`src/design/ssm_pkg.sv`:
```
// Package with the sizes, codes and controller types of the sparse set block.
package ssm_pkg;

  localparam int ID_COUNT = 1024;
  localparam int ID_W = $clog2(ID_COUNT);
  localparam int CNT_W = $clog2(ID_COUNT + 1);

  localparam logic [1:0] MODE_QUERY = 2'd0;
  localparam logic [1:0] MODE_ADD = 2'd1;
  localparam logic [1:0] MODE_REMOVE = 2'd2;

  typedef enum logic [1:0] {
    ST_CLEAR,
    ST_IDLE,
    ST_EXEC
  } state_t;

  typedef struct packed {
    logic clear;
    logic load;
    logic exec;
  } ssm_cmd_t;

  typedef struct packed {
    logic clear_done;
  } ssm_stat_t;

endpackage

```
`src/design/ssm_ctrl.sv`:
```
// Controller state machine: clearing pass, request acceptance and execution.
module ssm_ctrl
  import ssm_pkg::*;
(
  input  logic      clk,
  input  logic      rst,
  input  logic      start,
  input  ssm_stat_t stat,
  output ssm_cmd_t  cmd,
  output logic      busy
);

  state_t state;
  state_t state_next;

  always_ff @(posedge clk) begin
    if (rst) begin
      state <= ST_CLEAR;
    end else begin
      state <= state_next;
    end
  end

  always_comb begin
    state_next = state;
    unique case (state)
      ST_CLEAR: begin
        if (stat.clear_done) begin
          state_next = ST_IDLE;
        end
      end
      ST_IDLE: begin
        if (start) begin
          state_next = ST_EXEC;
        end
      end
      ST_EXEC: begin
        state_next = ST_IDLE;
      end
      default: begin
        state_next = ST_CLEAR;
      end
    endcase
  end

  always_comb begin
    cmd = '0;
    busy = 1'b1;
    unique case (state)
      ST_CLEAR: begin
        cmd.clear = 1'b1;
      end
      ST_IDLE: begin
        busy = 1'b0;
        cmd.load = start;
      end
      ST_EXEC: begin
        cmd.exec = 1'b1;
      end
      default: begin
        busy = 1'b1;
      end
    endcase
  end

endmodule

```
`config.mk`:
```
export PLATFORM = sky130hd
export DESIGN_NAME = ssm_ctrl
export DESIGN_NICKNAME = d
export VERILOG_FILES = /design/src/design/ssm_pkg.sv /design/src/design/ssm_ctrl.sv
export SDC_FILE = /design/constraint.sdc
export NUM_CORES = 1
export LEC_CHECK = 0
export CAP_MARGIN = 0
export CORE_AREA = 2 2 39 41
export DETAILED_ROUTE_END_ITERATION = 8
export DIE_AREA = 0 0 41 43
export DONT_BUFFER_PORTS = 1
export HOLD_SLACK_MARGIN = 0.15
export PLACE_DENSITY = 0.3
export SKIP_CTS_REPAIR_TIMING = 1
export SLEW_MARGIN = 20
export SYNTH_ARGS = -nofsm -noshare
export SYNTH_HDL_FRONTEND = slang
export SYNTH_SLANG_ARGS = --single-unit
```
`constraint.sdc`:
```
create_clock -name clk -period 0.95 [get_ports clk]
set_input_delay 0.095 -clock clk [delete_from_list [all_inputs] [get_ports clk]]
set_output_delay 0.095 -clock clk [all_outputs]
set_load 0.01 [all_outputs]
```
==> metrics.log <==
[metrics] count of distinct cell types in the synthesized netlist: 8
[metrics] met2 wire length: between 80 and 90 um
[metrics] top flop regs: state x2
[metrics] share of async-settable or async-resettable flops after synthesis: 0
[metrics] leading register cell type out of synthesis: sky130_fd_sc_hd__dfxtp_1
[metrics] maximum vdd drop: about 0.00074 V
[metrics] final routed wirelength across all metal layers: 288 um
[metrics] Horiz. Die Dim: a little over 40 um
[metrics] #FFs+latches synth: 2
[metrics] CP startpoint: state[1]
[metrics] flip-flop count of the largest register after layout: 2
[metrics] die span in y: 43 um
[metrics] slack of the worst reg-to-reg path: approximately 120 ps
[metrics] Top reg by flops: state
[metrics] number of placement rows: 14
[metrics] wire length on met1: 123 um
[metrics] WL/cell: 8.73 um
[metrics] detailed-route via count: a little over 100
[metrics] CP peak stage delay: 330 ps
[metrics] number of placed instances with taps included: 27
[metrics] placed wire-length estimate: 216 um
[metrics] Slew @ Worst Pin: 223 ps
[metrics] Data arrival, critical path: 830 ps
[metrics] TritonCTS clock tree: built
[metrics] CTS sink count: 2
[metrics] clock root buffer: sky130_fd_sc_hd__clkbuf_4
[metrics] Leakage: 0.0736 nW
[metrics] post-synthesis cell area: about 110 um2
[metrics] final hold violation count: 0
[metrics] number of global-route vias before repair: approximately 110
[metrics] Total Routing Usage GR: 0.0521
[metrics] maximum net fanout on the critical path: 5
[metrics] net count after synthesis: 14
[metrics] relative slew slack: 0.851
[metrics] number of fill cells in the layout: 157
[metrics] initial core utilization: 0.0759
[metrics] share of the clock period used by the worst path after layout: 0.975
[metrics] startpoint-to-endpoint class of the critical path: reg -> out
[metrics] CTS max path bufs: 2
[metrics] hold slack final: roughly 250 ps
[metrics] reg2reg end: state[1]
[metrics] nature of the critical path endpoint: output pin
[metrics] DIE AREA: 1760 um2
[metrics] fin util: 0.144
[metrics] clk_skew: 2.81 ps
[metrics] max cap viols: 0
[metrics] number of standard cells in the final layout excluding fillers: 33
[metrics] routability congestion estimate from global placement: 0.534
[metrics] io pins: 8
[metrics] source of the worst register-to-register timing path: state[1]
[metrics] largest cells by area after synthesis: sky130_fd_sc_hd__dfxtp_1, sky130_fd_sc_hd__o32ai_2, sky130_fd_sc_hd__nor2b_4
[metrics] highest attainable clock frequency: 1080 MHz
[metrics] post-detailed-route via-to-cell ratio: 3.12
[metrics] Critical Path Slowest Stage Cell: sky130_fd_sc_hd__dfxtp_2
[metrics] maximum number of pins on one net before global-route repair: 6
[metrics] ANT nets after route: 0
[metrics] setup repair after global routing missed its margin: true
[metrics] commonest cells in the synthesized netlist: sky130_fd_sc_hd__dfxtp_1, sky130_fd_sc_hd__nor2_1
[metrics] H-tree depth: 1
[metrics] count of flip-flops with a built-in enable after synthesis: 0
[metrics] iteration count of the initial detailed-routing pass: 2
[metrics] type of the most critical hold path: in -> reg
[metrics] setup total negative slack: 0 ps
[metrics] count of inserted antenna diode cells: 0
[metrics] Syn Area/Cell: ~11 um2
[metrics] layout overhead on the synthesized area: 89.3%
[metrics] Req. time, crit path: 850 ps
[metrics] run status: finished, final reports clean
[metrics] Buffers on Ports: 0
[metrics] area of all placed cells without fillers: just under 200 um2
[metrics] Synthesis Warnings: 0
[metrics] CP cell instances: nand2b_4, buf_4
[metrics] number of pins with negative max-slew slack in the final report: 0
[metrics] clock buffer count from CTS: 3
[metrics] final critical delay including setup and external delays: 926 ps
[metrics] final count of negative-setup-slack endpoints: 0
[metrics] final net count: 23
[metrics] Congestion Overflow GR: 0
[metrics] cell area after placement: between 100 and 150 um2
[metrics] post-CTS clock slew at the launch and capture registers of the worst setup and hold paths: 30 ps
[metrics] Gate Count Post-Synth: 10
[metrics] clock latency on the worst-skew pair: approximately 220 ps
[metrics] remaining routing DRC violations: 0
[metrics] DR top layer: met4
[metrics] global-route wire length before repair: roughly 500 um
[metrics] register area share after synthesis: 0.381
[metrics] antenna violations before repair: 0
[metrics] capture point of the critical path: busy
[metrics] reg2reg path depth: 2
[metrics] Yosys top cell by area: sky130_fd_sc_hd__dfxtp_1
[metrics] Startpoint Class: flop
[metrics] violation count after the first detailed-routing iteration: 5
[metrics] power density of the placed cells: about 1700 nW/um2
[metrics] CORE AREA: about 1400 um2
[metrics] top-area cell type share of the netlist area: 0.381
[metrics] ratio of cells with drive above 1 in the final layout: 0.588
[metrics] total met3 wirelength after detailed routing: 72 um
-- layout make-up --
class / count / area (um2) / share of cell area
Timing Repair Buffer: 4 / 37.5 / 0.189
Multi-Input combinational cell: 8 / 73.8 / 0.371
Clock buffer: 3 / 22.5 / 0.113
Sequential cell: 2 / 45.0 / 0.226
Tap cell: 16 / 20.0 / 0.101
-- logic make-up after synthesis --
group	after synthesis	share of synthesized area
simple gates	7	0.464
compound gates	1	0.155
flops	2	0.381
-- critical path: cells and delay by family, from the launching register on --
family / cells / cell delay [ps]
buffers and inverters: 1 / 140
DFF: 1 / 330
and+or+nand+nor: 1 / 150
-- worst min-delay path by stage --
stage	start	endpoint	slack (ps)	depth (start not counted)
finish	start	state[1]	250	2
global route	start	state[1]	240	2
CTS	rst	state[1]	-70	1
detailed placement	rst	state[1]	160	1
global placement	rst	state[1]	160	1
floorplan	rst	state[1]	160	1
-- power breakdown --
group          switching, W  leakage, nW  internal, W
combinational     0.0000244       0.0423    0.0000313
clock             0.0000422       0.0138     0.000139
sequential       0.00000905       0.0175    0.0000914
total             0.0000757       0.0736     0.000262
-- per-layer routing --
metal,track usage,up-vias
li1,-,48
met1,0.0511,45
met2,0.0406,8
met3,0.0890,2
met4,0.0400,0
met5,0,-
-- metrics by stage --
step	setup WS, ps	power [W]
5_1_grt	-10.4	0.000379
2_1_floorplan	157	0.000126
3_3_place_gp	99.1	0.000136
3_5_place_dp	88.8	0.000137
4_1_cts	-37.6	0.000328
6_report	23.9	0.000337
-- cell usage in the layout, fill, tap and decap left out --
| master | instances |
|---|---|
| sky130_fd_sc_hd__nor2_1 | 2 |
| sky130_fd_sc_hd__dlygate4sd3_1 | 3 |
| sky130_fd_sc_hd__nor2b_1 | 1 |
| sky130_fd_sc_hd__and3b_2 | 1 |
| sky130_fd_sc_hd__or2_1 | 1 |
| sky130_fd_sc_hd__dfxtp_2 | 1 |
| sky130_fd_sc_hd__nand2b_4 | 1 |
| sky130_fd_sc_hd__dfxtp_4 | 1 |
| sky130_fd_sc_hd__clkbuf_4 | 3 |
| sky130_fd_sc_hd__buf_4 | 1 |
| sky130_fd_sc_hd__nor2b_4 | 1 |
| sky130_fd_sc_hd__o32ai_2 | 1 |
(Power assumes the default switching activity.)
